$ cat src/hdl/lap_ram.sv
// Generic simple dual-port RAM: one write port, one read port, registered read.
// Stand-alone; no package needed.
module lap_ram #(
  parameter int unsigned Width = 8,
  parameter int unsigned Depth = 512
) (
  input  logic                     clk_i,
  input  logic                     we_i,
  input  logic [$clog2(Depth)-1:0] waddr_i,
  input  logic [Width-1:0]         wdata_i,
  input  logic                     re_i,
  input  logic [$clog2(Depth)-1:0] raddr_i,
  output logic [Width-1:0]         rdata_o
);

  logic [Width-1:0] mem_q [Depth];
  logic [Width-1:0] rdata_q;

  // Write port.
  always_ff @(posedge clk_i) begin
    if (we_i) begin
      mem_q[waddr_i] <= wdata_i;
    end
  end

  // Registered read port.
  always_ff @(posedge clk_i) begin
    if (re_i) begin
      rdata_q <= mem_q[raddr_i];
    end
  end

  assign rdata_o = rdata_q;

endmodule

$ cat config.mk
export PLATFORM = sky130hd
export DESIGN_NAME = lap_ram
export DESIGN_NICKNAME = d
export VERILOG_FILES = /design/src/hdl/lap_ram.sv
export SDC_FILE = /design/constraint.sdc
export NUM_CORES = 2
export LEC_CHECK = 0
export BUFFER_PORTS_ARGS = -buffer_cell sky130_fd_sc_hd__buf_2
export CORE_ASPECT_RATIO = 1.75
export CORE_MARGIN = 4
export CORE_UTILIZATION = 47
export DETAILED_ROUTE_END_ITERATION = 6
export MAX_ROUTING_LAYER = met4
export SKIP_LAST_GASP = 1
export SYNTH_ARGS = -nofsm -noshare
export SYNTH_HDL_FRONTEND = slang
export SYNTH_SLANG_ARGS = --single-unit
$ cat constraint.sdc
create_clock -name clk_i -period 5.49 [get_ports clk_i]
set_input_delay 0.2745 -clock clk_i [delete_from_list [all_inputs] [get_ports clk_i]]
set_output_delay 0.2745 -clock clk_i [all_outputs]
set_load 0.02 [all_outputs]
==> results_dict.tcl <==
set metrics [dict create \
    grt_overflow 0 \
    period_share 0.693 \
    regArea_um2 123000 \
    yosysUniqueCellTypes 50 \
    yosysMostFrequentCell "edfxtp_1" \
    grt.total_usage 0.258 \
    grt_max_degree 196 \
    syn_area_per_cell_um2 19.9 \
    clk_latency_ps 940 \
    hold_path_class "in2reg" \
    syn_inst 8030 \
    ctsHoldBuffers 9 \
    finalPower_mw 62.7 \
    row_count 283 \
    startpoint_type "input pin" \
    critPathKind "in2reg" \
    clkTransAtPathRegs_ps 70 \
    p_leak_nw 55.5 \
    via_count 81000 \
    nNetsFinal 8207 \
    setup.worst_path.end_class "register" \
    drv_slew 113 \
    io_buffer_count 36 \
    drt_iter0_drc 8383 \
    ant_nets 0 \
    setup_viol 0 \
    cts_tree "done" \
    cp.arrival_ps 4600 \
    clockRootBuffer "clkbuf_16" \
    final_cells 12900 \
    status "complete, but fails checks" \
    ys_ff_latch 4104 \
    post_cts_resized 0 \
    start_util 0.472 \
    fill_cells 26400 \
    async_flop_share 0 \
    clockBufferDepth 4 \
    area_delta_synth_final_pct 10.7 \
    maxCapViolCount 1 \
    dieArea_um2 350000 \
    violations "capacitance limit, slew limit" \
    required_ps 6280 \
    grt_pass1_vias 83200 \
    grt_pass1_wl_um 631000 \
    fmax_mhz 263 \
    tightest_slew_ps 1680 \
    power_density_nw_per_um2 354 \
    gp_congestion 0.980 \
    min_period_ps 3800 \
    post_cts_buffers 0 \
    netlist_area_um2 160000 \
    synth_edf_count 4104 \
    slew_headroom -0.117 \
    yosys.area.top_type_share 0.770 \
    cp_max_fo 49 \
    yosys-top-cells-area "edfxtp_1, mux4_2, mux2i_1" \
    design.core.area_um2 339000 \
    synth.largest_area_cell "edfxtp_1" \
    die_w_um 449 \
    drive_gt1_frac 0.175 \
    hold_violations 0 \
    syn_nets 8059 \
    ys.flop_type "edfxtp_1" \
    fin_tns_setup_ps 0 \
    ctsHtreeMaxLevel 5 \
    wirelength_um 444000 \
    dr.pass1.iters 6 \
    peakVddDrop_v 0.000387 \
    cts_num_sinks 4104 \
    ys_top_cells_by_count "edfxtp_1, mux2i_1, mux4_2" \
    hold_depth 2 \
    cts-buffers-inserted 358 \
    placed_cells 12200 \
    vias_per_cell 6.28 \
    die_y_um 780 \
    wl_per_cell_um 34.4 \
    reg2reg_depth 8 \
    yosysWarningCount 0 \
    antenna_found_initial 17 \
    io_pins 37 \
    hpwl_um 282000 \
    drc 0 \
    skew_ps 50.4 \
    multi_input_area_um2 34000 \
    seq_area_frac_synth 0.770 \
    rsz0062_at_grt "false" \
]
## sequential cells by signal, indices dropped and copies added (netlist names)
name and count:
rdata_o 8, mem_q 4096
## area by class of cell
cell class	count	share of cell area
inverter	3	0.000113
tap	4417	0.0312
clock inverter	210	0.0104
antenna	13	0.000184
sequential	4104	0.696
clock buffer	430	0.0532
timing repair buffer	301	0.0169
multi-input combinational	3410	0.192
## kinds of logic after synthesis
| logic type | after synthesis | synth area share |
|---|---|---|
| muxes | 1451 | 0.142 |
| buffers and inverters | 516 | 0.0185 |
| DFF | 4104 | 0.770 |
| AOI/OAI and AO/OA | 979 | 0.0431 |
| and+or+nand+nor | 980 | 0.0263 |
## layout by cell type, fill, tap and decap left out, types with 24 or more instances in the layout
| cell | Yosys | final |
|---|---|---|
| o22ai_1 | 163 | 163 |
| bufinv_16 | 0 | 30 |
| nand3_1 | 36 | 32 |
| mux2i_1 | 797 | 797 |
| buf_4 | 70 | 201 |
| buf_12 | 5 | 56 |
| clkbuf_16 | 0 | 367 |
| clkinv_2 | 0 | 67 |
| clkbuf_1 | 265 | 63 |
| edfxtp_1 | 4104 | 4104 |
| buf_2 | 57 | 24 |
| nor4_1 | 36 | 35 |
| mux4_2 | 654 | 654 |
| nand4_1 | 32 | 32 |
| nor3_1 | 109 | 108 |
| clkinv_1 | 0 | 82 |
| o221ai_1 | 371 | 371 |
| a22oi_1 | 61 | 61 |
| nor2_1 | 597 | 596 |
| a21oi_1 | 194 | 194 |
| o21ai_0 | 118 | 107 |
| nand2_1 | 111 | 96 |
## path summary, 6_finish.rpt
| check | slack [ps] | startpoint | to |
|---|---|---|---|
| hold reg to reg | 1310 | mem_q[317][0]$_DFFE_PP_ | rdata_o[0]$_DFFE_PP_ |
| hold / removal | 360 | re_i | rdata_o[1]$_DFFE_PP_ |
| setup / recovery | 1690 | raddr_i[2] | rdata_o[3]$_DFFE_PP_ |
| setup reg to reg | 1870 | mem_q[273][3]$_DFFE_PP_ | rdata_o[3]$_DFFE_PP_ |
## worst max-delay path, stage by stage
cell	delay, ps
buf_6	210
or2_4	590
buf_12	300
o221ai_1	760
nor3_1	250
nor4_1	1070
buf_4	250
o311ai_0	230
nor4_1	300
o2111a_1	240
## through the flow
step | cell area (µm²) | hold WS (ps) | util | setup slack (ps)
3_5_place_dp | 166000 | 735 | 0.489 | 944
2_1_floorplan | 160000 | 373 | - | 3100
4_1_cts | 177000 | 292 | 0.522 | 1940
6_report | 177000 | 356 | 0.522 | 1690
5_1_grt | 177000 | 351 | 0.522 | 1870
3_3_place_gp | 166000 | 726 | 0.489 | 959
## per-layer routing
metal	global-route usage	wire, µm	up-vias
met4	0.148	32000	0
met1	0.288	152000	42900
li1	-	-	33700
met3	0.0354	26700	1063
met5	-	0	-
met2	0.446	233000	3309
## power by group
group,total [mW],internal [mW],switching (mW),leakage (nW)
Clock,24.9,13.7,11.3,5.51
Sequential,34.5,34.5,0.0237,36.9
Combinational,3.25,1.00,2.25,13.1
Total,62.7,49.2,13.5,55.5
Power figures use the tool's default switching activity.
