**src/hdl/lap_pkg.sv**
```systemverilog
// Shared types, constants and filter functions of the Laplacian high-pass block.
// Used by every module of the block but lap_ram; depends on nothing else.
package lap_pkg;

  // Field and register widths.
  localparam int unsigned PixW     = 8;
  localparam int unsigned CfgDataW = 10;
  localparam int unsigned CfgAddrW = 1;

  // Register reset values and legal ranges.
  localparam int unsigned RstFrameWidth  = 352;
  localparam int unsigned RstFrameHeight = 288;
  localparam int unsigned MinWidth       = 3;
  localparam int unsigned MinHeight      = 2;
  localparam int unsigned MaxWidthDef    = 512;
  localparam int unsigned MaxHeightDef   = 512;

  // Arithmetic constants of the filter.
  localparam int unsigned PixOffset = 127;
  localparam int unsigned PixMax    = 255;

  // Result queue depth (power of two).
  localparam int unsigned OutqDepth = 8;

  // Configuration register indexes.
  typedef enum logic [CfgAddrW-1:0] {
    CFG_FRAME_WIDTH  = 1'b0,
    CFG_FRAME_HEIGHT = 1'b1
  } lap_cfg_idx_e;

  // Input request and result payloads.
  typedef struct packed {
    logic            mode;
    logic [PixW-1:0] pixel;
  } lap_in_t;

  typedef struct packed {
    logic [PixW-1:0] filtered;
    logic            frame_end;
  } lap_out_t;

  // 3x3 window: index row*3+col, row 0 on top, col 2 the newest column.
  typedef logic [8:0][PixW-1:0] lap_win_t;

  // Control and data of one request as it moves down the pipeline.
  typedef struct packed {
    logic            valid;
    logic [PixW-1:0] bot_pix;
    logic            clear;
    logic            use_mid;
    logic            use_top;
    logic            emit_first;
    logic            emit_last;
    logic            frame_end;
    logic            wr_en;
  } lap_stage_t;

  // Shift a new column into the window from the right.
  function automatic lap_win_t lap_shift(lap_win_t w, logic [PixW-1:0] top,
                                         logic [PixW-1:0] mid, logic [PixW-1:0] bot);
    lap_win_t r;
    r    = w;
    r[0] = w[1];
    r[1] = w[2];
    r[2] = top;
    r[3] = w[4];
    r[4] = w[5];
    r[5] = mid;
    r[6] = w[7];
    r[7] = w[8];
    r[8] = bot;
    return r;
  endfunction

  // Eight times the centre minus the neighbours, offset and clamped to a pixel.
  function automatic logic [PixW-1:0] lap_filter(lap_win_t w);
    logic signed [12:0] acc;
    acc = $signed(13'(PixOffset)) + $signed({2'b00, w[4], 3'b000});
    for (int k = 0; k < 9; k++) begin
      if (k != 4) begin
        acc = acc - $signed({5'b00000, w[k]});
      end
    end
    if (acc < 13'sd0) begin
      return '0;
    end else if (acc > $signed(13'(PixMax))) begin
      return PixW'(PixMax);
    end else begin
      return acc[PixW-1:0];
    end
  endfunction

endpackage

```
**src/hdl/lap_outq.sv**
```systemverilog
// Result queue: takes up to two results per cycle, gives one per cycle on
// out_ready_i, tells the input side if there is room. Depends on lap_pkg.
module lap_outq (
  input  logic              clk_i,
  input  logic              rst_ni,
  input  logic [1:0]        push_n_i,
  input  lap_pkg::lap_out_t push0_i,
  input  lap_pkg::lap_out_t push1_i,
  input  logic [2:0]        pend_i,
  output logic              room_o,
  output logic              out_valid_o,
  input  logic              out_ready_i,
  output lap_pkg::lap_out_t out_data_o
);

  localparam int unsigned Depth = lap_pkg::OutqDepth;
  localparam int unsigned PW    = $clog2(Depth);
  localparam int unsigned CW    = $clog2(Depth + 1);
  localparam int unsigned SW    = CW + 1;

  lap_pkg::lap_out_t mem_q [Depth];
  logic [PW-1:0] wr_ptr_q, wr_ptr_d, wr_ptr_p1, rd_ptr_q, rd_ptr_d;
  logic [CW-1:0] cnt_q, cnt_d;
  logic [SW-1:0] need;
  logic          pop;

  assign pop       = out_valid_o && out_ready_i;
  assign wr_ptr_p1 = wr_ptr_q + PW'(1);

  // Pointer and fill count update.
  always_comb begin
    wr_ptr_d = wr_ptr_q + PW'(push_n_i);
    rd_ptr_d = pop ? rd_ptr_q + PW'(1) : rd_ptr_q;
    cnt_d    = cnt_q + CW'(push_n_i) - CW'(pop);
  end

  always_ff @(posedge clk_i or negedge rst_ni) begin
    if (!rst_ni) begin
      wr_ptr_q <= '0;
      rd_ptr_q <= '0;
      cnt_q    <= '0;
    end else begin
      wr_ptr_q <= wr_ptr_d;
      rd_ptr_q <= rd_ptr_d;
      cnt_q    <= cnt_d;
    end
  end

  // Entry storage.
  always_ff @(posedge clk_i) begin
    if (push_n_i != 2'd0) begin
      mem_q[wr_ptr_q] <= push0_i;
    end
    if (push_n_i == 2'd2) begin
      mem_q[wr_ptr_p1] <= push1_i;
    end
  end

  // A new request may bring two results on top of those still in flight.
  assign need   = SW'(cnt_q) + SW'(pend_i) + SW'(2);
  assign room_o = (need <= SW'(Depth));

  assign out_valid_o = (cnt_q != '0);
  assign out_data_o  = mem_q[rd_ptr_q];

endmodule

```
**config.mk**
```make
export PLATFORM = sky130hd
export DESIGN_NAME = lap_outq
export DESIGN_NICKNAME = d
export VERILOG_FILES = /design/src/hdl/lap_pkg.sv /design/src/hdl/lap_outq.sv
export SDC_FILE = /design/constraint.sdc
export NUM_CORES = 1
export LEC_CHECK = 0
export ABC_AREA = 1
export BUFFER_PORTS_ARGS = -buffer_cell sky130_fd_sc_hd__buf_2
export CORE_MARGIN = 3
export CORE_UTILIZATION = 55
export CTS_BUF_LIST = sky130_fd_sc_hd__clkbuf_8
export DETAILED_ROUTE_END_ITERATION = 10
export MAX_ROUTING_LAYER = met4
export PLACE_DENSITY = 0.74
export SYNTH_ARGS = -nofsm -noshare
export SYNTH_HDL_FRONTEND = slang
export SYNTH_SLANG_ARGS = --single-unit
```
**constraint.sdc**
```tcl
create_clock -name clk_i -period 4.15 [get_ports clk_i]
set_input_delay 0.2075 -clock clk_i [delete_from_list [all_inputs] [get_ports clk_i]]
set_output_delay 0.2075 -clock clk_i [all_outputs]
set_load 0.1 [all_outputs]
```
==> impl_metrics.env <==
export IMPL_cp_arrival_ns=3.07
export IMPL_slowest_stage="clkinv_1"
export IMPL_grt_usage=0.267
export IMPL_slowest_delay_ns=0.63
export IMPL_critPathRequiredTime_ns=4.15
export IMPL_fin_hold_ws_ns=0.192
export IMPL_nets=719
export IMPL_dr_wl_met2_um=6020
export IMPL_place_ws_ns=1.16
export IMPL_cts_sinks=82
export IMPL_synth_top_area_share=0.408
export IMPL_setup_viol_count_final=0
export IMPL_maxSlewViolCount=0
export IMPL_min_to="wr_ptr_q[0]"
export IMPL_regToRegSetupSlack_ns=1.07
export IMPL_initial_core_util=0.571
export IMPL_vdd_drop_max_mv=0.753
export IMPL_n_fill_cell=846
export IMPL_die_area_um2=10900
export IMPL_wl_per_cell_um=17.1
export IMPL_drtIter0Drc=503
export IMPL_min_delay_start="push_n_i[0]"
export IMPL_fp_dieH_um=104
export IMPL_top_layer="met4"
export IMPL_maxCapViolCount=0
export IMPL_grt_pass1_vias=3946
export IMPL_outcome="completed"
export IMPL_reg2reg_depth=6
export IMPL_pin_count=37
export IMPL_p_leak_nw=2.80
export IMPL_power_density_nw_per_um2=846
export IMPL_fin_setup_tns_ns=0
export IMPL_gr_total_overflow=0
export IMPL_hold_buffers=1
export IMPL_clockBufferDepth=2
export IMPL_diodes=0
export IMPL_htree_levels=3
export IMPL_syn_nets=719
export IMPL_ys_types=27
export IMPL_crit_type="reg2reg"
export IMPL_drt_met1_wl_um=5990
export IMPL_slew_headroom=0.253
export IMPL_ant_nets=0
export IMPL_cts_tree="built"
export IMPL_fin_crit_sh=0.741
export IMPL_critPathMaxFanout=41
export IMPL_place_congestion=0.907
export IMPL_grt_max_degree=42
export IMPL_die_w_um=104
export IMPL_hp_class="in2reg"
export IMPL_cp_top_family="buffers and inverters"
export IMPL_yosys_area_top_type="edfxtp_1"
export IMPL_crit_path_end_kind="register"
export IMPL_vias_per_cell=5.51
export IMPL_hold_viol=0
export IMPL_fp_row_count=35
export IMPL_synthTopCellsByArea="edfxtp_1 (41%), nand2_1 (20%), nand4_1 (8.5%)"
export IMPL_synth_seq_cells=82
export IMPL_clkLatencyLatePin_ns=0.36
export IMPL_holdPathStages=2
export IMPL_port_buffers=36
export IMPL_timing_rr_end="mem_q[4][1]"
export IMPL_vias=4457
export IMPL_fmax_mhz=325
export IMPL_postCtsResizedCells=0
export IMPL_antenna_found_initial=0
export IMPL_first_pass_iters=6
export IMPL_syn_inst=675
export IMPL_syn_avg_cell_area_um2=7.85
export IMPL_drc=0
export IMPL_crit_chain="ha_1 -> buf_4 -> clkinv_1 -> buf_4 -> nand3_4 -> o21ai_1"
export IMPL_postCtsSetupBuffers=0
export IMPL_skew_ns=0.0208
export IMPL_cts_root_buf="clkbuf_8"
export IMPL_setup_ws_ns=1.07
export IMPL_rsz0062_at_grt="no"
export IMPL_rr_startpoint="wr_ptr_q[0]"
export IMPL_ys_warnings_count=0
export IMPL_wl_um=13900
export IMPL_min_period_ns=3.08
export IMPL_worst_slew_pin_slew_ns=1.12
export IMPL_path_common_cell="buf_4"
export IMPL_cts_buffers_inserted=9
export IMPL_synth_area_um2=5300
export IMPL_dpl_hpwl_um=10100
export IMPL_final_cell_mix="nand2_1 (277), inv_1 (94), nand4_1 (72), edfxtp_1 (72), nand3_1 (39)"
export IMPL_wl_met3_um=1540
export IMPL_drive_gt1_frac=0.109
export IMPL_ys_seq_area_frac=0.455
export IMPL_grt_pass1_wl_um=21700
export IMPL_crit_path_start_kind="register"
export IMPL_path_clk_slew_ns=0.09
export IMPL_area_growth_pct=6.04
export IMPL_worst_path_buf_inv=3
export IMPL_final_common_cell="nand2_1"
export IMPL_core_area_um2=9280
## cells in the mapped netlist
cell / instances
nand2_1: 277
and2_1: 1
buf_4: 3
nand3_4: 8
inv_1: 91
dfrtp_1: 10
o21ai_1: 9
edfxtp_1: 72
xnor2_1: 4
nand2_2: 2
inv_2: 5
nand4_1: 72
xor2_1: 2
nor2_1: 2
nor3_1: 1
nand3_1: 39
ha_1: 15
inv_4: 2
buf_6: 3
buf_2: 31
a21oi_1: 2
buf_1: 9
buf_8: 1
o21ai_0: 2
fa_1: 3
clkinv_1: 2
clkbuf_1: 7
## sequential cells by signal (all words and copies together) (netlist names)
register / flops
cnt_q: 4
mem_q: 72
rd_ptr_q: 3
wr_ptr_q: 3
## how the worst max path moves through the flow
stage	from	end	cells past startpoint
2_1_floorplan	cnt_q[2]	cnt_q[2]	11
3_3_place_gp	wr_ptr_q[0]	mem_q[4][2]	6
3_5_place_dp	wr_ptr_q[0]	mem_q[4][2]	6
4_1_cts	wr_ptr_q[0]	mem_q[4][1]	6
5_1_grt	wr_ptr_q[0]	mem_q[4][8]	6
6_report	wr_ptr_q[0]	mem_q[4][1]	6
## cells by family after synthesis
| logic type | Yosys count | share of synthesized area |
|---|---|---|
| adder cells (fa/ha/maj) | 18 | 0.0467 |
| buffers and inverters | 154 | 0.126 |
| flip-flops | 82 | 0.455 |
| AO/OA/AOI/OAI | 13 | 0.0123 |
| XOR/XNOR | 6 | 0.00991 |
| AND/OR/NAND/NOR | 402 | 0.350 |
## per-layer routing
layer,up-vias,GRT usage
li1,2182,-
met1,1973,0.379
met2,269,0.392
met3,33,0.0608
met4,0,0.0693
met5,-,-
## worst reg2reg max path, stage by stage, from the launching register on
cell,delay [ns]
dfrtp_1,0.46
ha_1,0.31
buf_4,0.40
clkinv_1,0.64
buf_4,0.43
nand3_4,0.15
o21ai_1,0.33
## where the power goes
group          total (W)  switching, W  internal (W)
Sequential       0.00139      0.000169       0.00122
Clock           0.000616      0.000285      0.000331
Combinational    0.00275       0.00219      0.000566
## metrics by stage
step                       util  cells  total power [W]  cell area, µm²
after floorplan               -    675          0.00370            5300
after global placement    0.582    792          0.00405            5410
after detailed placement  0.582    792          0.00414            5410
after CTS                 0.606    809          0.00475            5620
after global routing      0.606    809          0.00508            5620
final                     0.606    809          0.00476            5620
## area by class of cell
cell class                 instances  area (µm²)  share of cell area
tap                              129         161              0.0287
clock inverter                     7        81.3              0.0145
multi-input combinational        439        2230               0.396
clock buffer                       9         124              0.0220
inverter                         100         380              0.0677
timing repair buffer              43         235              0.0418
sequential                        82        2410               0.429
Power figures use the tool's default switching activity.
