===== src/hdl/lap_pkg.sv =====
// Shared types, constants and filter functions of the Laplacian high-pass block.
// Used by every module of the block but lap_ram; depends on nothing else.
package lap_pkg;

  // Field and register widths.
  localparam int unsigned PixW     = 8;
  localparam int unsigned CfgDataW = 10;
  localparam int unsigned CfgAddrW = 1;

  // Register reset values and legal ranges.
  localparam int unsigned RstFrameWidth  = 352;
  localparam int unsigned RstFrameHeight = 288;
  localparam int unsigned MinWidth       = 3;
  localparam int unsigned MinHeight      = 2;
  localparam int unsigned MaxWidthDef    = 512;
  localparam int unsigned MaxHeightDef   = 512;

  // Arithmetic constants of the filter.
  localparam int unsigned PixOffset = 127;
  localparam int unsigned PixMax    = 255;

  // Result queue depth (power of two).
  localparam int unsigned OutqDepth = 8;

  // Configuration register indexes.
  typedef enum logic [CfgAddrW-1:0] {
    CFG_FRAME_WIDTH  = 1'b0,
    CFG_FRAME_HEIGHT = 1'b1
  } lap_cfg_idx_e;

  // Input request and result payloads.
  typedef struct packed {
    logic            mode;
    logic [PixW-1:0] pixel;
  } lap_in_t;

  typedef struct packed {
    logic [PixW-1:0] filtered;
    logic            frame_end;
  } lap_out_t;

  // 3x3 window: index row*3+col, row 0 on top, col 2 the newest column.
  typedef logic [8:0][PixW-1:0] lap_win_t;

  // Control and data of one request as it moves down the pipeline.
  typedef struct packed {
    logic            valid;
    logic [PixW-1:0] bot_pix;
    logic            clear;
    logic            use_mid;
    logic            use_top;
    logic            emit_first;
    logic            emit_last;
    logic            frame_end;
    logic            wr_en;
  } lap_stage_t;

  // Shift a new column into the window from the right.
  function automatic lap_win_t lap_shift(lap_win_t w, logic [PixW-1:0] top,
                                         logic [PixW-1:0] mid, logic [PixW-1:0] bot);
    lap_win_t r;
    r    = w;
    r[0] = w[1];
    r[1] = w[2];
    r[2] = top;
    r[3] = w[4];
    r[4] = w[5];
    r[5] = mid;
    r[6] = w[7];
    r[7] = w[8];
    r[8] = bot;
    return r;
  endfunction

  // Eight times the centre minus the neighbours, offset and clamped to a pixel.
  function automatic logic [PixW-1:0] lap_filter(lap_win_t w);
    logic signed [12:0] acc;
    acc = $signed(13'(PixOffset)) + $signed({2'b00, w[4], 3'b000});
    for (int k = 0; k < 9; k++) begin
      if (k != 4) begin
        acc = acc - $signed({5'b00000, w[k]});
      end
    end
    if (acc < 13'sd0) begin
      return '0;
    end else if (acc > $signed(13'(PixMax))) begin
      return PixW'(PixMax);
    end else begin
      return acc[PixW-1:0];
    end
  endfunction

endpackage


===== src/hdl/lap_front.sv =====
// Front stage: row and column counters, frame phase, line store read request.
// Depends on lap_pkg.
module lap_front #(
  parameter int unsigned MaxWidth  = lap_pkg::MaxWidthDef,
  parameter int unsigned MaxHeight = lap_pkg::MaxHeightDef
) (
  input  logic                          clk_i,
  input  logic                          rst_ni,
  input  logic                          accept_i,
  input  lap_pkg::lap_in_t              in_data_i,
  input  logic [lap_pkg::CfgDataW-1:0]  frame_width_i,
  input  logic [lap_pkg::CfgDataW-1:0]  frame_height_i,
  output logic                          rd_en_o,
  output logic [$clog2(MaxWidth)-1:0]   rd_addr_o,
  output logic [$clog2(MaxWidth)-1:0]   wr_addr_o,
  output lap_pkg::lap_stage_t           stage_o,
  output logic [1:0]                    pend_o
);

  localparam int unsigned AW = $clog2(MaxWidth);
  localparam int unsigned RW = $clog2(MaxHeight + 1);

  logic [AW-1:0] col_q, col_d;
  logic [RW-1:0] row_q, row_d;
  logic [AW-1:0] last_col;
  logic [RW-1:0] height_eff;
  logic [31:0]   width_raw, height_raw;
  logic          flush, match, row_end, take;
  lap_pkg::lap_stage_t stage_q, stage_d;
  logic [AW-1:0] wr_addr_q;

  // Clamp the frame size registers to the supported range.
  assign width_raw  = 32'(frame_width_i);
  assign height_raw = 32'(frame_height_i);

  always_comb begin
    if (width_raw < 32'(lap_pkg::MinWidth)) begin
      last_col = AW'(lap_pkg::MinWidth - 1);
    end else if (width_raw > 32'(MaxWidth)) begin
      last_col = AW'(MaxWidth - 1);
    end else begin
      last_col = AW'(width_raw - 32'd1);
    end
    if (height_raw < 32'(lap_pkg::MinHeight)) begin
      height_eff = RW'(lap_pkg::MinHeight);
    end else if (height_raw > 32'(MaxHeight)) begin
      height_eff = RW'(MaxHeight);
    end else begin
      height_eff = RW'(height_raw);
    end
  end

  // A request whose mode does not suit the phase is dropped without effect.
  assign flush   = (row_q >= height_eff);
  assign match   = (in_data_i.mode == flush);
  assign row_end = (col_q >= last_col);
  assign take    = accept_i && match;

  // Counter update.
  always_comb begin
    col_d = col_q;
    row_d = row_q;
    if (take) begin
      if (row_end) begin
        col_d = '0;
        row_d = flush ? '0 : row_q + RW'(1);
      end else begin
        col_d = col_q + AW'(1);
      end
    end
  end

  // Stage register contents for the window stage.
  always_comb begin
    stage_d.valid      = take;
    stage_d.bot_pix    = flush ? '0 : in_data_i.pixel;
    stage_d.clear      = (col_q == '0);
    stage_d.use_mid    = (row_q != '0);
    stage_d.use_top    = (row_q >= RW'(2));
    stage_d.emit_first = (row_q != '0) && (col_q != '0);
    stage_d.emit_last  = row_end && (row_q != '0);
    stage_d.frame_end  = flush;
    stage_d.wr_en      = !flush;
  end

  always_ff @(posedge clk_i or negedge rst_ni) begin
    if (!rst_ni) begin
      col_q   <= '0;
      row_q   <= '0;
      stage_q <= '0;
    end else begin
      col_q   <= col_d;
      row_q   <= row_d;
      stage_q <= stage_d;
    end
  end

  // Column address follows the request to the write-back stage.
  always_ff @(posedge clk_i) begin
    wr_addr_q <= col_q;
  end

  assign rd_en_o   = take;
  assign rd_addr_o = col_q;
  assign wr_addr_o = wr_addr_q;
  assign stage_o   = stage_q;
  assign pend_o    = stage_q.valid ?
                     (2'(stage_q.emit_first) + 2'(stage_q.emit_last)) : 2'd0;

endmodule


===== config.mk =====
export PLATFORM = sky130hd
export DESIGN_NAME = lap_front
export DESIGN_NICKNAME = d
export VERILOG_FILES = /design/src/hdl/lap_pkg.sv /design/src/hdl/lap_front.sv
export SDC_FILE = /design/constraint.sdc
export NUM_CORES = 1
export LEC_CHECK = 0
export ABC_AREA = 0
export BUFFER_PORTS_ARGS = -buffer_cell sky130_fd_sc_hd__buf_2
export CAP_MARGIN = 20
export CORE_MARGIN = 8
export CORE_UTILIZATION = 55
export CTS_CLUSTER_SIZE = 8
export DETAILED_ROUTE_END_ITERATION = 6
export GPL_TIMING_DRIVEN = 0
export PLACE_DENSITY_LB_ADDON = 0.3
export RECOVER_POWER = 50
export SLEW_MARGIN = 20
export SYNTH_ARGS = -nofsm -noshare
export SYNTH_HDL_FRONTEND = slang
export SYNTH_SLANG_ARGS = --single-unit
export TNS_END_PERCENT = 10

===== constraint.sdc =====
create_clock -name clk_i -period 6.8 [get_ports clk_i]
set_input_delay 0.68 -clock clk_i [delete_from_list [all_inputs] [get_ports clk_i]]
set_output_delay 0.68 -clock clk_i [all_outputs]
set_load 0.01 [all_outputs]

==> run_results.csv <==
group,metric,value,unit
timing,relSlewSlack,-0.192,
synthesis,synthArstFlopShare,0.795,
route,ant_nets,0,
global_route,grt-ovfl-total,0,
placement,place.gp.congestion,0.900,
floorplanning,core_area,4720,µm²
worst_hold_path,hp-class,"flip-flop to flip-flop",
clock_network,clkTransAtPathRegs,0.09,ns
power_and_ir_drop,pwr_density_cell,242,nW/µm²
route,via_per_inst,5.68,
status,failed_checks,"max-capacitance violations, max-slew violations",
timing,post-route-min-period,3.88,ns
setup_path,crit_type,"primary input to output port",
route,wl_met2,3020,µm
setup_path,critPathSlowestCell,"a21oi_2",
finish,drive_gt1_frac,0.208,
route,drcViolationCount,0,
clock_network,clockBufferDepth,2,
placement,port_buffers,68,
floorplanning,ios,69,
setup_path,reg2reg_slack,4.28,ns
clock_network,cts_buffers,5,
clock_network,cts_resized,0,
setup_path,cp-end-kind,"output port",
synthesis,ys_top_cells_by_count,"dfrtp_1, ha_1, nand2_1",
global_route,groute.usage.overall,0.179,
timing,finalSetupViolations,0,
synthesis,ys_ff_latch,44,
timing,fin_tns_setup,0,ns
global_route,grt_pass1_vias,2332,
finish,layout.cells.non_filler,437,
setup_path,crit_chain,"buf_2 > nor4_1 > nand2_1 > nor3_1 > o21ai_0 > ha_1 > nand2_1 > nor2_1 > nand3_1 > a21oi_2 > o21a_1 > buf_4 > buf_2",
floorplanning,die_h,85.9,µm
route,met3_length,546,µm
setup_path,crit_required,6.12,ns
timing,timing.hold.ws,0.450,ns
timing,skew,0.0101,ns
timing,worst_pin_slew,1.79,ns
status,status,"complete, but fails checks",
clock_network,cts_tree,"built",
synthesis,ys_seq_area_frac,0.393,
setup_path,crit_path_max_fanout,10,
route,routedWlPerCell,15.2,µm
setup_path,critPathLaunchType,"primary input",
finish,fill_cells,384,
route,drt_iter0_drc,297,
finish,final_area,3220,µm²
clock_network,cts_setup_buffers,0,
finish,nNetsFinal,428,
power_and_ir_drop,irDropWorstVdd,0.131,mV
synthesis,synth.most_common_cell,"dfrtp_1",
synthesis,synth_top_area_share,0.326,
synthesis,syn_nets,353,
floorplanning,dieArea,7370,µm²
synthesis,yosys_warnings,0,
setup_path,crit_path_max_incr_delay,0.43,ns
synthesis,synth_top_cell_by_area,"dfrtp_1",
global_route,grt_pass1_wl,10800,µm
clock_network,clk-insertion-delay-late,0.30,ns
job,maxCapViolCount,1,
floorplanning,start_util,0.568,
clock_network,hold_buffers,0,
timing,maxSlewViolCount,36,
synthesis,syn-cell-area,2690,µm²
synthesis,synth_ff_type,"dfrtp_1",
placement,dp_cells,429,
finish,diodes,0,
route,wl_met1,2930,µm
route,top_layer,"met4",
floorplanning,die_w,85.9,µm
global_route,grt_start_max_net_pins,36,
clock_network,cts-root-buf,"clkbuf_8",
floorplanning,fp-row-count,25,
synthesis,synth.distinct_cells,52,
route,drtPass1Iterations,4,
finish,syn_to_final_growth,19.8,%
timing,fin_crit_sh,0.570,
clock_network,cts_max_level,2,
placement,dpl.hpwl,5010,µm
setup_path,arrival,3.20,ns
placement,dpl_cell_area,3110,µm²
route,drt-total-wl,6630,µm
synthesis,synth-edff-count,0,
timing,rsz0062_at_grt,"false",
timing,hold_violations,0,
synthesis,synthesis.instances,294,
synthesis,avgSynthCellArea,9.13,µm²
power_and_ir_drop,p_leak,0.00160,µW
timing,fmax,258,MHz
clock_network,clkSinkCount,44,
finish,post-route-util,0.681,
synthesis,synthTopCellsByArea,"dfrtp_1, ha_1, dfxtp_1, o21ai_0, nand2_1",
route,via_count,2483,
global_route,antenna_found_initial,0,
[through the flow]
stage	power, µW	setup slack, ns
floorplan	476	3.44
CTS	785	2.97
finish	778	2.92
global placement	562	3.03
global route	821	2.60
detailed placement	573	2.96
[routing by layer]
metal / vias up / GRT usage
met3: 13 / 0.0411
met4: 0 / 0.0844
met1: 1123 / 0.232
li1: 1238 / -
met5: - / 0
met2: 109 / 0.276
[flip-flops by register name (all words and copies together), names as in the netlist]
signal     cells
wr_addr_o      9
row_q         10
rd_addr_o      9
stage_o       16
[area by class of cell]
class,count,area (µm²),area share
plain buffers,9,38.8,0.0121
clock buffers,6,82.6,0.0257
clock inverters,2,38.8,0.0121
inverters,17,63.8,0.0198
multi-input cells,224,1530,0.475
flip-flops and latches,44,1060,0.328
well taps,67,83.8,0.0261
repair buffers,68,327,0.102
[cell usage in the layout, fill, tap and decap left out, drive strengths merged, types with 7 or more instances in the layout]
| master | Yosys | routed |
|---|---|---|
| ha | 27 | 27 |
| nor3 | 7 | 7 |
| buf | 2 | 59 |
| and3 | 16 | 16 |
| dfrtp | 35 | 35 |
| inv | 16 | 16 |
| nand2 | 27 | 27 |
| a21oi | 18 | 18 |
| dfxtp | 9 | 9 |
| nor4 | 9 | 9 |
| o21ai | 22 | 22 |
| nor2 | 23 | 23 |
| clkbuf | 7 | 24 |
| nand3 | 14 | 14 |
[logic make-up after synthesis]
logic type / count (synthesis) / synth area share
buf+inv: 26 / 0.0382
mux: 2 / 0.00746
simple gates: 111 / 0.222
xor+xnor: 6 / 0.0196
flops: 44 / 0.393
compound gates: 78 / 0.194
fa+ha+maj: 27 / 0.126
[path summary, 6_finish.rpt]
check                                          from                       end  depth (start not counted)
max in group asynchronous                    rst_ni  rd_addr_o[8]$_DFFE_PN0P_                          1
min in group asynchronous                    rst_ni  rd_addr_o[0]$_DFFE_PN0P_                          1
setup / recovery                  frame_height_i[7]                   rd_en_o                         13
setup reg to reg               row_q[7]$_DFFE_PN0P_  rd_addr_o[8]$_DFFE_PN0P_                          7
hold / removal             rd_addr_o[0]$_DFFE_PN0P_      wr_addr_o[0]$_DFF_P_                          0
hold reg to reg            rd_addr_o[0]$_DFFE_PN0P_      wr_addr_o[0]$_DFF_P_                          0
[worst max-delay path: cells and delay by family]
| kind | cells | cell delay (ns) |
|---|---|---|
| simple gates | 6 | 1.10 |
| compound gates | 3 | 0.72 |
| buf+inv | 3 | 0.39 |
| fa+ha+maj | 1 | 0.30 |
[where the power goes]
group / total [µW] / internal [µW] / switching, µW
logic: 215 / 90.7 / 124
clock network: 214 / 120 / 93.6
registers: 350 / 304 / 45.4
total: 778 / 515 / 263
(Power assumes the default switching activity.)
