`src/hdl/lap_pkg.sv`:
```
// Shared types, constants and filter functions of the Laplacian high-pass block.
// Used by every module of the block but lap_ram; depends on nothing else.
package lap_pkg;

  // Field and register widths.
  localparam int unsigned PixW     = 8;
  localparam int unsigned CfgDataW = 10;
  localparam int unsigned CfgAddrW = 1;

  // Register reset values and legal ranges.
  localparam int unsigned RstFrameWidth  = 352;
  localparam int unsigned RstFrameHeight = 288;
  localparam int unsigned MinWidth       = 3;
  localparam int unsigned MinHeight      = 2;
  localparam int unsigned MaxWidthDef    = 512;
  localparam int unsigned MaxHeightDef   = 512;

  // Arithmetic constants of the filter.
  localparam int unsigned PixOffset = 127;
  localparam int unsigned PixMax    = 255;

  // Result queue depth (power of two).
  localparam int unsigned OutqDepth = 8;

  // Configuration register indexes.
  typedef enum logic [CfgAddrW-1:0] {
    CFG_FRAME_WIDTH  = 1'b0,
    CFG_FRAME_HEIGHT = 1'b1
  } lap_cfg_idx_e;

  // Input request and result payloads.
  typedef struct packed {
    logic            mode;
    logic [PixW-1:0] pixel;
  } lap_in_t;

  typedef struct packed {
    logic [PixW-1:0] filtered;
    logic            frame_end;
  } lap_out_t;

  // 3x3 window: index row*3+col, row 0 on top, col 2 the newest column.
  typedef logic [8:0][PixW-1:0] lap_win_t;

  // Control and data of one request as it moves down the pipeline.
  typedef struct packed {
    logic            valid;
    logic [PixW-1:0] bot_pix;
    logic            clear;
    logic            use_mid;
    logic            use_top;
    logic            emit_first;
    logic            emit_last;
    logic            frame_end;
    logic            wr_en;
  } lap_stage_t;

  // Shift a new column into the window from the right.
  function automatic lap_win_t lap_shift(lap_win_t w, logic [PixW-1:0] top,
                                         logic [PixW-1:0] mid, logic [PixW-1:0] bot);
    lap_win_t r;
    r    = w;
    r[0] = w[1];
    r[1] = w[2];
    r[2] = top;
    r[3] = w[4];
    r[4] = w[5];
    r[5] = mid;
    r[6] = w[7];
    r[7] = w[8];
    r[8] = bot;
    return r;
  endfunction

  // Eight times the centre minus the neighbours, offset and clamped to a pixel.
  function automatic logic [PixW-1:0] lap_filter(lap_win_t w);
    logic signed [12:0] acc;
    acc = $signed(13'(PixOffset)) + $signed({2'b00, w[4], 3'b000});
    for (int k = 0; k < 9; k++) begin
      if (k != 4) begin
        acc = acc - $signed({5'b00000, w[k]});
      end
    end
    if (acc < 13'sd0) begin
      return '0;
    end else if (acc > $signed(13'(PixMax))) begin
      return PixW'(PixMax);
    end else begin
      return acc[PixW-1:0];
    end
  endfunction

endpackage

```
`src/hdl/lap_core.sv`:
```
// Window stage and filter stage: builds the 3x3 window, writes the line stores
// back and forms up to two results per request. Depends on lap_pkg.
module lap_core (
  input  logic                          clk_i,
  input  logic                          rst_ni,
  input  lap_pkg::lap_stage_t           stage_i,
  input  logic [lap_pkg::PixW-1:0]      rd_above_i,
  input  logic [lap_pkg::PixW-1:0]      rd_two_above_i,
  output logic                          wr_en_o,
  output logic [lap_pkg::PixW-1:0]      wr_above_o,
  output logic [lap_pkg::PixW-1:0]      wr_two_above_o,
  output logic [1:0]                    pend_o,
  output logic [1:0]                    push_n_o,
  output lap_pkg::lap_out_t             push0_o,
  output lap_pkg::lap_out_t             push1_o
);

  lap_pkg::lap_win_t   win_q, win_d, win_base, win_tail;
  lap_pkg::lap_stage_t st2_q;
  logic [lap_pkg::PixW-1:0] top_pix, mid_pix, res_first, res_last;

  // Rows above the frame read as zero.
  assign top_pix = stage_i.use_top ? rd_two_above_i : '0;
  assign mid_pix = stage_i.use_mid ? rd_above_i : '0;

  // The window restarts from zero at the first column of a row.
  assign win_base = stage_i.clear ? '0 : win_q;
  assign win_d    = lap_pkg::lap_shift(win_base, top_pix, mid_pix, stage_i.bot_pix);

  always_ff @(posedge clk_i or negedge rst_ni) begin
    if (!rst_ni) begin
      win_q <= '0;
      st2_q <= '0;
    end else begin
      if (stage_i.valid) begin
        win_q <= win_d;
      end
      st2_q <= stage_i;
    end
  end

  // Line store write-back: the row above moves down, the new pixel goes in.
  assign wr_en_o        = stage_i.valid && stage_i.wr_en;
  assign wr_above_o     = stage_i.bot_pix;
  assign wr_two_above_o = rd_above_i;

  // The last column also sees a zero column on its right.
  assign win_tail  = lap_pkg::lap_shift(win_q, '0, '0, '0);
  assign res_first = lap_pkg::lap_filter(win_q);
  assign res_last  = lap_pkg::lap_filter(win_tail);

  // Pack the results of this request in order.
  always_comb begin
    push_n_o = st2_q.valid ? (2'(st2_q.emit_first) + 2'(st2_q.emit_last)) : 2'd0;
    if (st2_q.emit_first) begin
      push0_o.filtered  = res_first;
      push0_o.frame_end = 1'b0;
    end else begin
      push0_o.filtered  = res_last;
      push0_o.frame_end = st2_q.frame_end;
    end
    push1_o.filtered  = res_last;
    push1_o.frame_end = st2_q.frame_end;
  end

  assign pend_o = push_n_o;

endmodule

```
`config.mk`:
```
export PLATFORM = sky130hd
export DESIGN_NAME = lap_core
export DESIGN_NICKNAME = d
export VERILOG_FILES = /design/src/hdl/lap_pkg.sv /design/src/hdl/lap_core.sv
export SDC_FILE = /design/constraint.sdc
export NUM_CORES = 1
export LEC_CHECK = 0
export ABC_CLOCK_PERIOD_IN_PS = 13400
export BUFFER_PORTS_ARGS = -buffer_cell sky130_fd_sc_hd__buf_2
export CORE_UTILIZATION = 60
export DETAILED_ROUTE_END_ITERATION = 6
export PLACE_DENSITY = 0.81
export SETUP_SLACK_MARGIN = 0.3
export SYNTH_ARGS = -nofsm -noshare
export SYNTH_HDL_FRONTEND = slang
export SYNTH_SLANG_ARGS = --single-unit
```
`constraint.sdc`:
```
create_clock -name clk_i -period 13.4 [get_ports clk_i]
set_input_delay 0.67 -clock clk_i [delete_from_list [all_inputs] [get_ports clk_i]]
set_output_delay 0.67 -clock clk_i [all_outputs]
set_load 0.05 [all_outputs]
```
==> results of run 1 <==
[cell type report]
type	instances	area share
Multi-Input combinational cell	399	0.554
Tap cell	140	0.0243
Clock buffer	11	0.0197
Inverter	152	0.0793
Clock inverter	4	0.00696
Sequential cell	76	0.264
Timing Repair Buffer	73	0.0518
[flip-flops by register name, summed over array words and instances (netlist names)]
register / cells
push1_o: 1
st2_q: 3
win_q: 72
[synthesized netlist by cell type (4+ instances only)]
cell type	count	area [µm²]
buf_4	20	150
nor2b_1	4	25.0
dfrtp_1	76	1900
fa_1	84	1680
a31oi_1	7	43.8
o21ai_0	74	370
a22o_1	8	70.1
nand4b_1	4	35.0
xnor2_1	4	35.0
ha_1	47	588
clkbuf_1	23	86.3
nand3_1	23	115
a21oi_1	12	60.1
nand2_1	13	48.8
nand3b_1	49	368
nand4_1	6	37.5
inv_1	151	567
nand2b_1	4	25.0
nor2_1	16	60.1
[critical path, cell delays in order, from the launching register on]
cell	delay, ps
dfrtp_1	450
fa_1	540
inv_1	60
fa_1	540
fa_1	450
fa_1	570
fa_1	420
ha_1	400
nand3_1	150
nor3_1	300
o21a_1	160
o21ai_1	50
a21boi_1	490
a22o_1	220
buf_2	260
[layer usage]
metal / track usage / up-vias / part of all wire
met3: 0.0406 / 31 / 0.034
met1: 0.336 / 2364 / 0.41
met2: 0.480 / 110 / 0.53
met5: 0 / - / 0
met4: 0.0822 / 0 / 0.023
li1: - / 2226 / -
[cell usage in the layout, fill, tap and decap left out, types with 2 or more instances in the layout]
| master | Yosys | routed |
|---|---|---|
| o21a_1 | 3 | 3 |
| a21o_1 | 3 | 3 |
| clkbuf_8 | 0 | 10 |
| nand2_1 | 13 | 13 |
| a21oi_1 | 12 | 12 |
| nand2b_1 | 4 | 4 |
| a31oi_1 | 7 | 7 |
| nand4_1 | 6 | 6 |
| a22o_1 | 8 | 8 |
| fa_1 | 84 | 84 |
| xnor2_1 | 4 | 4 |
| a211oi_1 | 2 | 2 |
| inv_1 | 151 | 151 |
| ha_1 | 47 | 47 |
| nand3b_1 | 49 | 49 |
| buf_2 | 0 | 70 |
| dfrtp_1 | 76 | 76 |
| xor2_1 | 2 | 2 |
| and3_1 | 2 | 2 |
| clkinvlp_4 | 0 | 2 |
| o21ai_1 | 3 | 3 |
| nand4b_1 | 4 | 4 |
| a211oi_2 | 2 | 2 |
| nor2_1 | 16 | 16 |
| nor3_1 | 2 | 2 |
| nor2b_1 | 4 | 4 |
| o21ai_0 | 74 | 74 |
| and2_1 | 3 | 3 |
| nand3_1 | 23 | 23 |
| buf_4 | 20 | 3 |
[how the worst max path moves through the flow]
stage | from | slack [ps] | endpoint | cells after the start
floorplan | win_q[14]$_DFFE_PN0P_ | 7920 | push0_o[7] | 15
global placement | win_q[14]$_DFFE_PN0P_ | 7820 | push0_o[7] | 16
detailed placement | win_q[63]$_DFFE_PN0P_ | 7720 | push0_o[1] | 14
CTS | win_q[63]$_DFFE_PN0P_ | 7330 | push0_o[1] | 14
global route | win_q[14]$_DFFE_PN0P_ | 7000 | push0_o[3] | 16
finish | win_q[63]$_DFFE_PN0P_ | 7320 | push0_o[2] | 14
[through the flow]
| stage | util | setup slack, ps | hold WS, ps | instance area (µm²) | std cells |
|---|---|---|---|---|---|
| detailed placement | 0.646 | 7720 | 498 | 7000 | 840 |
| CTS | 0.664 | 7330 | 407 | 7190 | 855 |
| finish | 0.664 | 7320 | 416 | 7190 | 855 |
| floorplan | - | 7920 | 374 | 6700 | 671 |
| global route | 0.664 | 7000 | 408 | 7190 | 855 |
| global placement | 0.646 | 7820 | 491 | 7000 | 840 |
[logic make-up after synthesis]
| logic type | after synthesis | synth area share |
|---|---|---|
| buffers and inverters | 196 | 0.122 |
| AND/OR/NAND/NOR | 132 | 0.124 |
| adder cells (fa/ha/maj) | 131 | 0.339 |
| AO/OA/AOI/OAI | 128 | 0.121 |
| flip-flops | 76 | 0.284 |
| XOR/XNOR | 6 | 0.00784 |
| multiplexers | 2 | 0.00317 |
==> impl_metrics.ini, run 1 <==
[run_status]
status = completed

[logic_synthesis]
yosysUniqueCellTypes = 52
ys_seq_area_frac = 0.284
postSynthAreaPerCell_um2 = 9.99
synthFlopType = dfrtp_1
synth_warnings = 0
async_flop_share = 1.00
mappedNetlistArea_mm2 = 0.00670
synth_cells = 671
syn-num-nets = 836
synth-edff-count = 0
synth-seq-cells = 76

[timing]
hold_viol_final = 0
rsz0062_at_grt = false
slew_headroom = 0.361
clock_skew_ps = 4.63
worst_pin_slew_ps = 958
final.setup.tns_ps = 0
drv_slew = 0
fin_crit_ps = 6080
period_share = 0.454
setup_viol = 0
max_freq_mhz = 164

[routing]
first_pass_iters = 4
ant_nets = 0
num_vias = 4731
vias_per_cell = 5.53
drt_iter0_drc = 383
drc = 0
drt-total-wl_mm = 14.0
wl_per_cell_um = 16.4

[cells_and_area]
fin_nets = 876
multi_input_area_mm2 = 0.00398
n_fill_cell = 838
drive_gt1_frac = 0.138
area_growth_pct = 7.34
antennaDiodeCount = 0
seqCellArea_mm2 = 0.00190

[clock_tree]
cts_tree = done
cts.sinks = 76
clockBufferDepth = 2
cts_resized = 0
cts_buffers = 9
clk_latency_ps = 350
hold_buffers = 0
cts_setup_buffers = 0
root_buffer = clkbuf_8
htreeDepth = 3
clk_pin_slew_worst_paths_ps = 80

[floorplanning]
die_width_um = 108
dieArea_mm2 = 0.0116
row_count = 38
ios = 73
core_mm2 = 0.0108
fp.dieH_um = 108
initial_utilization = 0.618

[place]
gp_congestion = 0.914
dp_hpwl_mm = 11.0
port_buffers = 72

[worst_setup_path]
start_kind = register
crit_fanout = 8
rr_startpoint = win_q[35]$_DFFE_PN0P_
cp.arrival_ps = 5410
cp_data_required_time_ps = 12730
cp-end-kind = primary output
r2r_setup_slack_ps = 12570
r2r_end = win_q[35]$_DFFE_PN0P_
rr_worst_depth = 2
critPathKind = reg2out

[global_route]
grt_remaining_overflow = 0
grt_pass1_vias = 4935
antenna_found_initial = 0
gr-usage-all-layers = 0.269
grt_pass1_wl_mm = 23.7
grt_max_degree = 79

[hold_path]
hold_start = stage_i[1]
whs_path_depth = 1
holdPathEnd = push1_o[0]$_DFF_PN0_
hold_path_class = in2reg

[run]
cap_viol_max_count = 0
Power of run 1 is left out: the tool's default activity adds up to more than one toggle a clock period on the data nets, which glitch-free logic cannot reach.
==> run 2, diff against run 1 <==
--- a/config.mk
+++ b/config.mk
@@ -5,7 +5,8 @@
 export SDC_FILE = /design/constraint.sdc
 export NUM_CORES = 1
 export LEC_CHECK = 0
-export ABC_CLOCK_PERIOD_IN_PS = 13400
+export ABC_AREA = 1
+export ABC_CLOCK_PERIOD_IN_PS = 6100
 export BUFFER_PORTS_ARGS = -buffer_cell sky130_fd_sc_hd__buf_2
 export CORE_UTILIZATION = 60
 export DETAILED_ROUTE_END_ITERATION = 6
==> constraint.sdc (replaced) <==
create_clock -name clk_i -period 6.1 [get_ports clk_i]
set_input_delay 0.305 -clock clk_i [delete_from_list [all_inputs] [get_ports clk_i]]
set_output_delay 0.305 -clock clk_i [all_outputs]
set_load 0.05 [all_outputs]
==> impl_metrics.ini, run 2 <==
[routing]
highest_layer = met4
drt_iter0_drc = 259
wl_met2_mm = 6.94
first_pass_iters = 6
vias_per_cell = 5.23
ant_nets = 0
drc = 0
dr_wl_met3_um = 468
drt-total-wl_mm = 13.2
wl_met1_mm = 5.39
wl_per_cell_um = 15.0
num_vias = 4615

[timing]
max_freq_mhz = 190
clock_skew_ps = 7.51
rsz0062_at_grt = false
hold_viol_final = 0
drv_slew = 0
fin_crit_ps = 5260
period_share = 0.863
slew_headroom = 0.350
setup_viol = 0
worst_pin_slew_ps = 975
final.setup.tns_ps = 0

[logic_synthesis]
yosysUniqueCellTypes = 31
synth.most_common_cell = inv_1
ys_top_cells_by_count = inv_1 (196), nand2_1 (91), fa_1 (84), dfrtp_1 (76)
postSynthAreaPerCell_um2 = 9.30
synthTopCellsByArea = dfrtp_1 (29%), fa_1 (26%), inv_1 (11%)
synth-seq-cells = 76
syn-num-nets = 861
synth_cells = 696
synth-edff-count = 0
ys_seq_area_frac = 0.294
synthFlopType = dfrtp_1
synth_warnings = 0
async_flop_share = 1.00
mappedNetlistArea_mm2 = 0.00648
yosys.area.top_type_share = 0.294
synth_top_area_cell = dfrtp_1

[clock_tree]
cts_setup_buffers = 0
cts_resized = 0
cts_tree = done
cts_buffers = 9
clk_pin_slew_worst_paths_ps = 80
clk_latency_ps = 350
clockBufferDepth = 2
root_buffer = clkbuf_8
htreeDepth = 3
cts.sinks = 76
hold_buffers = 0

[worst_setup_path]
rr_startpoint = win_q[34]$_DFFE_PN0P_
start_kind = register
critical_path_buf_inv_count = 4
critPathMaxStageDelay_ps = 550
cp.depth = 20
path_cells = inv_1 -> fa_1 -> inv_1 -> fa_1 -> fa_1 -> inv_1 -> fa_1 -> fa_1 -> ha_1 -> nand2_1 -> nand2_1 -> a21oi_1 -> nand2_1 -> nand2_1 -> nand2_1 -> nor2_4 -> nand3b_1 -> nand2_1 -> nand2_1 -> buf_2
cp_common_cell = nand2_1
crit_fanout = 8
critPathSlowestCell = fa_1
critPathKind = reg2out
cp-end-kind = primary output
cp_data_required_time_ps = 5790
r2r_setup_slack_ps = 5270
rr_worst_depth = 2
critPathTopFamily = adder cells
cp.arrival_ps = 4960
r2r_end = win_q[26]$_DFFE_PN0P_

[cells_and_area]
layout_common_cells = inv_1 (196), nand2_1 (91), fa_1 (84), dfrtp_1 (76), buf_2 (71)
largest_register_ff_count = 72
regMostFlops = win_q
antennaDiodeCount = 0
drive_gt1_frac = 0.145
area_growth_pct = 8.09
n_fill_cell = 834
mostFrequentLayoutCell = inv_1
fin_nets = 908
multi_input_area_mm2 = 0.00361
seqCellArea_mm2 = 0.00190

[run]
cap_viol_max_count = 0

[place]
gp_congestion = 0.860
dp_hpwl_mm = 10.4
port_buffers = 72

[global_route]
grt_remaining_overflow = 0
grt_pass1_vias = 4810
grt_max_degree = 77
gr-usage-all-layers = 0.257
antenna_found_initial = 0
grt_pass1_wl_mm = 22.2

[floorplanning]
fp.dieH_um = 106
dieArea_mm2 = 0.0112
die_width_um = 106
ios = 73
core_mm2 = 0.0104
initial_utilization = 0.622
row_count = 37

[hold_path]
hold_path_class = in2reg
hold_start = stage_i[1]
whs_path_depth = 1
holdPathEnd = push1_o[0]$_DFF_PN0_

[run_status]
status = completed
==> run 2: changes by cell type after synthesis, moves of 7 or more <==
cell | before | now
a21oi_1 | 12 | 5
a22o_1 | 8 | 0
a31oi_1 | 7 | 0
clkbuf_1 | 23 | 10
inv_1 | 151 | 196
nand2_1 | 13 | 91
nand2_2 | 0 | 8
nand3_1 | 23 | 48
nand3b_1 | 49 | 4
nor2_1 | 16 | 7
o21ai_0 | 74 | 24
o22ai_1 | 1 | 48
==> run 2: worst max-delay path by stage <==
stage	end	start	slack [ps]
after global routing	push0_o[8]	win_q[14]$_DFFE_PN0P_	550
after CTS	push0_o[2]	win_q[14]$_DFFE_PN0P_	820
after global placement	push0_o[3]	win_q[11]$_DFFE_PN0P_	1320
final	push0_o[2]	win_q[14]$_DFFE_PN0P_	840
after detailed placement	push0_o[2]	win_q[11]$_DFFE_PN0P_	1210
after floorplan	push0_o[1]	win_q[14]$_DFFE_PN0P_	1460
==> run 2: final cells by class <==
cell class / count / share of cell area
clock buffers: 11 / 0.0216
well taps: 136 / 0.0243
clock inverters: 4 / 0.00697
repair buffers: 74 / 0.0540
multi-input cells: 386 / 0.516
flip-flops and latches: 76 / 0.272
inverters: 196 / 0.105
==> run 2: kinds of logic after synthesis <==
family / Yosys count / synth area share
DFF: 76 / 0.294
buffers and inverters: 234 / 0.148
AOI/OAI and AO/OA: 80 / 0.0752
adders and majority gates: 131 / 0.350
xor gates and xnor gates: 6 / 0.00811
and+or+nand+nor: 169 / 0.124
==> run 2: per-layer routing <==
layer | global-route usage | vias up
met5 | 0 | -
li1 | - | 2191
met2 | 0.451 | 137
met1 | 0.325 | 2256
met3 | 0.0343 | 31
met4 | 0.103 | 0
==> run 2: stage by stage <==
step / hold WS, ps / area (µm²) / setup WS (ps) / utilization / cells
5_1_grt: 49.2 / 7000 / 552 / 0.672 / 883
4_1_cts: 49.1 / 7000 / 821 / 0.672 / 883
6_report: 61.5 / 7000 / 835 / 0.672 / 883
2_1_floorplan: 9.41 / 6480 / 1460 / - / 696
3_5_place_dp: 414 / 6800 / 1210 / 0.653 / 868
3_3_place_gp: 415 / 6800 / 1320 / 0.653 / 868
Power of run 2 is left out for the same reason.
==> run 3, diff against run 2 <==
--- a/config.mk
+++ b/config.mk
@@ -8,9 +8,9 @@
 export ABC_AREA = 1
 export ABC_CLOCK_PERIOD_IN_PS = 6100
 export BUFFER_PORTS_ARGS = -buffer_cell sky130_fd_sc_hd__buf_2
-export CORE_UTILIZATION = 60
+export CORE_UTILIZATION = 50
 export DETAILED_ROUTE_END_ITERATION = 6
-export PLACE_DENSITY = 0.81
+export PLACE_DENSITY = 0.78
 export SETUP_SLACK_MARGIN = 0.3
 export SYNTH_ARGS = -nofsm -noshare
 export SYNTH_HDL_FRONTEND = slang
==> impl_metrics.ini, run 3 (same netlist as run 2, synthesis figures left out) <==
[run_status]
status = completed

[cells_and_area]
seqCellArea_mm2 = 0.00190
antennaDiodeCount = 0
mostFrequentLayoutCell = inv_1
layout_common_cells = inv_1 (196), nand2_1 (91), fa_1 (84), dfrtp_1 (76), buf_2 (71)
multi_input_area_mm2 = 0.00361
n_fill_cell = 1133
area_growth_pct = 10.8
regMostFlops = win_q
largest_register_ff_count = 72
drive_gt1_frac = 0.144
fin_nets = 908
design_area_mm2 = 0.00717

[timing]
max_freq_mhz = 190
worst_pin_slew_ps = 973
slew_headroom = 0.351
drv_slew = 0
rsz0062_at_grt = false
hold_viol_final = 0
period_share = 0.865
setup_viol = 0
clock_skew_ps = 5.09
fin_crit_ps = 5270
final.setup.tns_ps = 0

[worst_setup_path]
cp-end-kind = primary output
critical_path_buf_inv_count = 4
cp.arrival_ps = 4970
path_cells = inv_1 -> fa_1 -> fa_1 -> fa_1 -> fa_1 -> ha_1 -> ha_1 -> inv_1 -> fa_1 -> inv_1 -> nand3_1 -> nand2_1 -> nand2_1 -> nand3_1 -> nand2_1 -> nor2_4 -> nand3_1 -> nand2_1 -> nand2_1 -> buf_2
critPathTopFamily = adder cells
cp_data_required_time_ps = 5790
critPathKind = reg2out
critPathSlowestCell = fa_1
critPathMaxStageDelay_ps = 520
crit_fanout = 8
start_kind = register

[floorplanning]
dieArea_mm2 = 0.0134
row_count = 41
die_width_um = 116
initial_utilization = 0.513
core_mm2 = 0.0126
fp.dieH_um = 116
ios = 73

[place]
port_buffers = 72
dp_hpwl_mm = 9.99
gp_congestion = 0.830
placed_cell_area_mm2 = 0.00685

[clock_tree]
clk_latency_ps = 340
cts.sinks = 76
htreeDepth = 3
root_buffer = clkbuf_16
clk_pin_slew_worst_paths_ps = 60
cts_setup_buffers = 0
hold_buffers = 0
cts_buffers = 9
cts_tree = done
cts_resized = 0
clockBufferDepth = 2

[global_route]
grt_pass1_wl_mm = 22.0
gr-usage-all-layers = 0.218
antenna_found_initial = 0
grt_max_degree = 100
grt_pass1_vias = 4587
grt_remaining_overflow = 0

[routing]
ant_nets = 0
vias_per_cell = 4.91
wl_per_cell_um = 14.1
drc = 0
drt-total-wl_mm = 13.0
first_pass_iters = 4
drt_iter0_drc = 219
num_vias = 4514

[hold_path]
hold_path_class = in2reg

[run]
cap_viol_max_count = 0
[run 3: cell type report]
| cell class | instances | share of cell area |
|---|---|---|
| multi-input combinational | 386 | 0.504 |
| clock inverter | 5 | 0.0119 |
| clock buffer | 11 | 0.0338 |
| tap | 172 | 0.0300 |
| inverter | 196 | 0.103 |
| timing repair buffer | 74 | 0.0527 |
| sequential | 76 | 0.265 |
[run 3: worst paths after layout]
path	cells past startpoint	to	slack, ps	startpoint
worst max register to register	2	win_q[13]$_DFFE_PN0P_	5250	win_q[13]$_DFFE_PN0P_
worst min register to register	2	win_q[0]$_DFFE_PN0P_	540	win_q[0]$_DFFE_PN0P_
min in group asynchronous	1	win_q[64]$_DFFE_PN0P_	90	rst_ni
worst min-delay path	1	st2_q[2]$_DFF_PN0_	60	stage_i[2]
worst max-delay path	20	push0_o[5]	830	win_q[11]$_DFFE_PN0P_
max in group asynchronous	1	win_q[46]$_DFFE_PN0P_	5350	rst_ni
[run 3: routing by layer]
metal  up-vias  GRT usage  wire length, µm
li1       2204          -                -
met1      2174      0.284             5550
met3        24     0.0424              564
met4         0     0.0821              325
met5         -          0                0
met2       112      0.361             6540
[run 3: worst register-to-register path, stage by stage (launching register included)]
cell     delay (ps)
dfrtp_1         390
inv_1           160
o22ai_1         130
[run 3: stage by stage]
stage	worst slack [ps]	util	hold slack [ps]	cells
global route	548	0.568	54.4	920
CTS	813	0.568	54.8	920
detailed placement	1210	0.542	414	904
finish	826	0.568	63.8	920
global placement	1260	0.542	413	904
floorplan	1460	-	9.41	696
Power of run 3 is left out for the same reason.
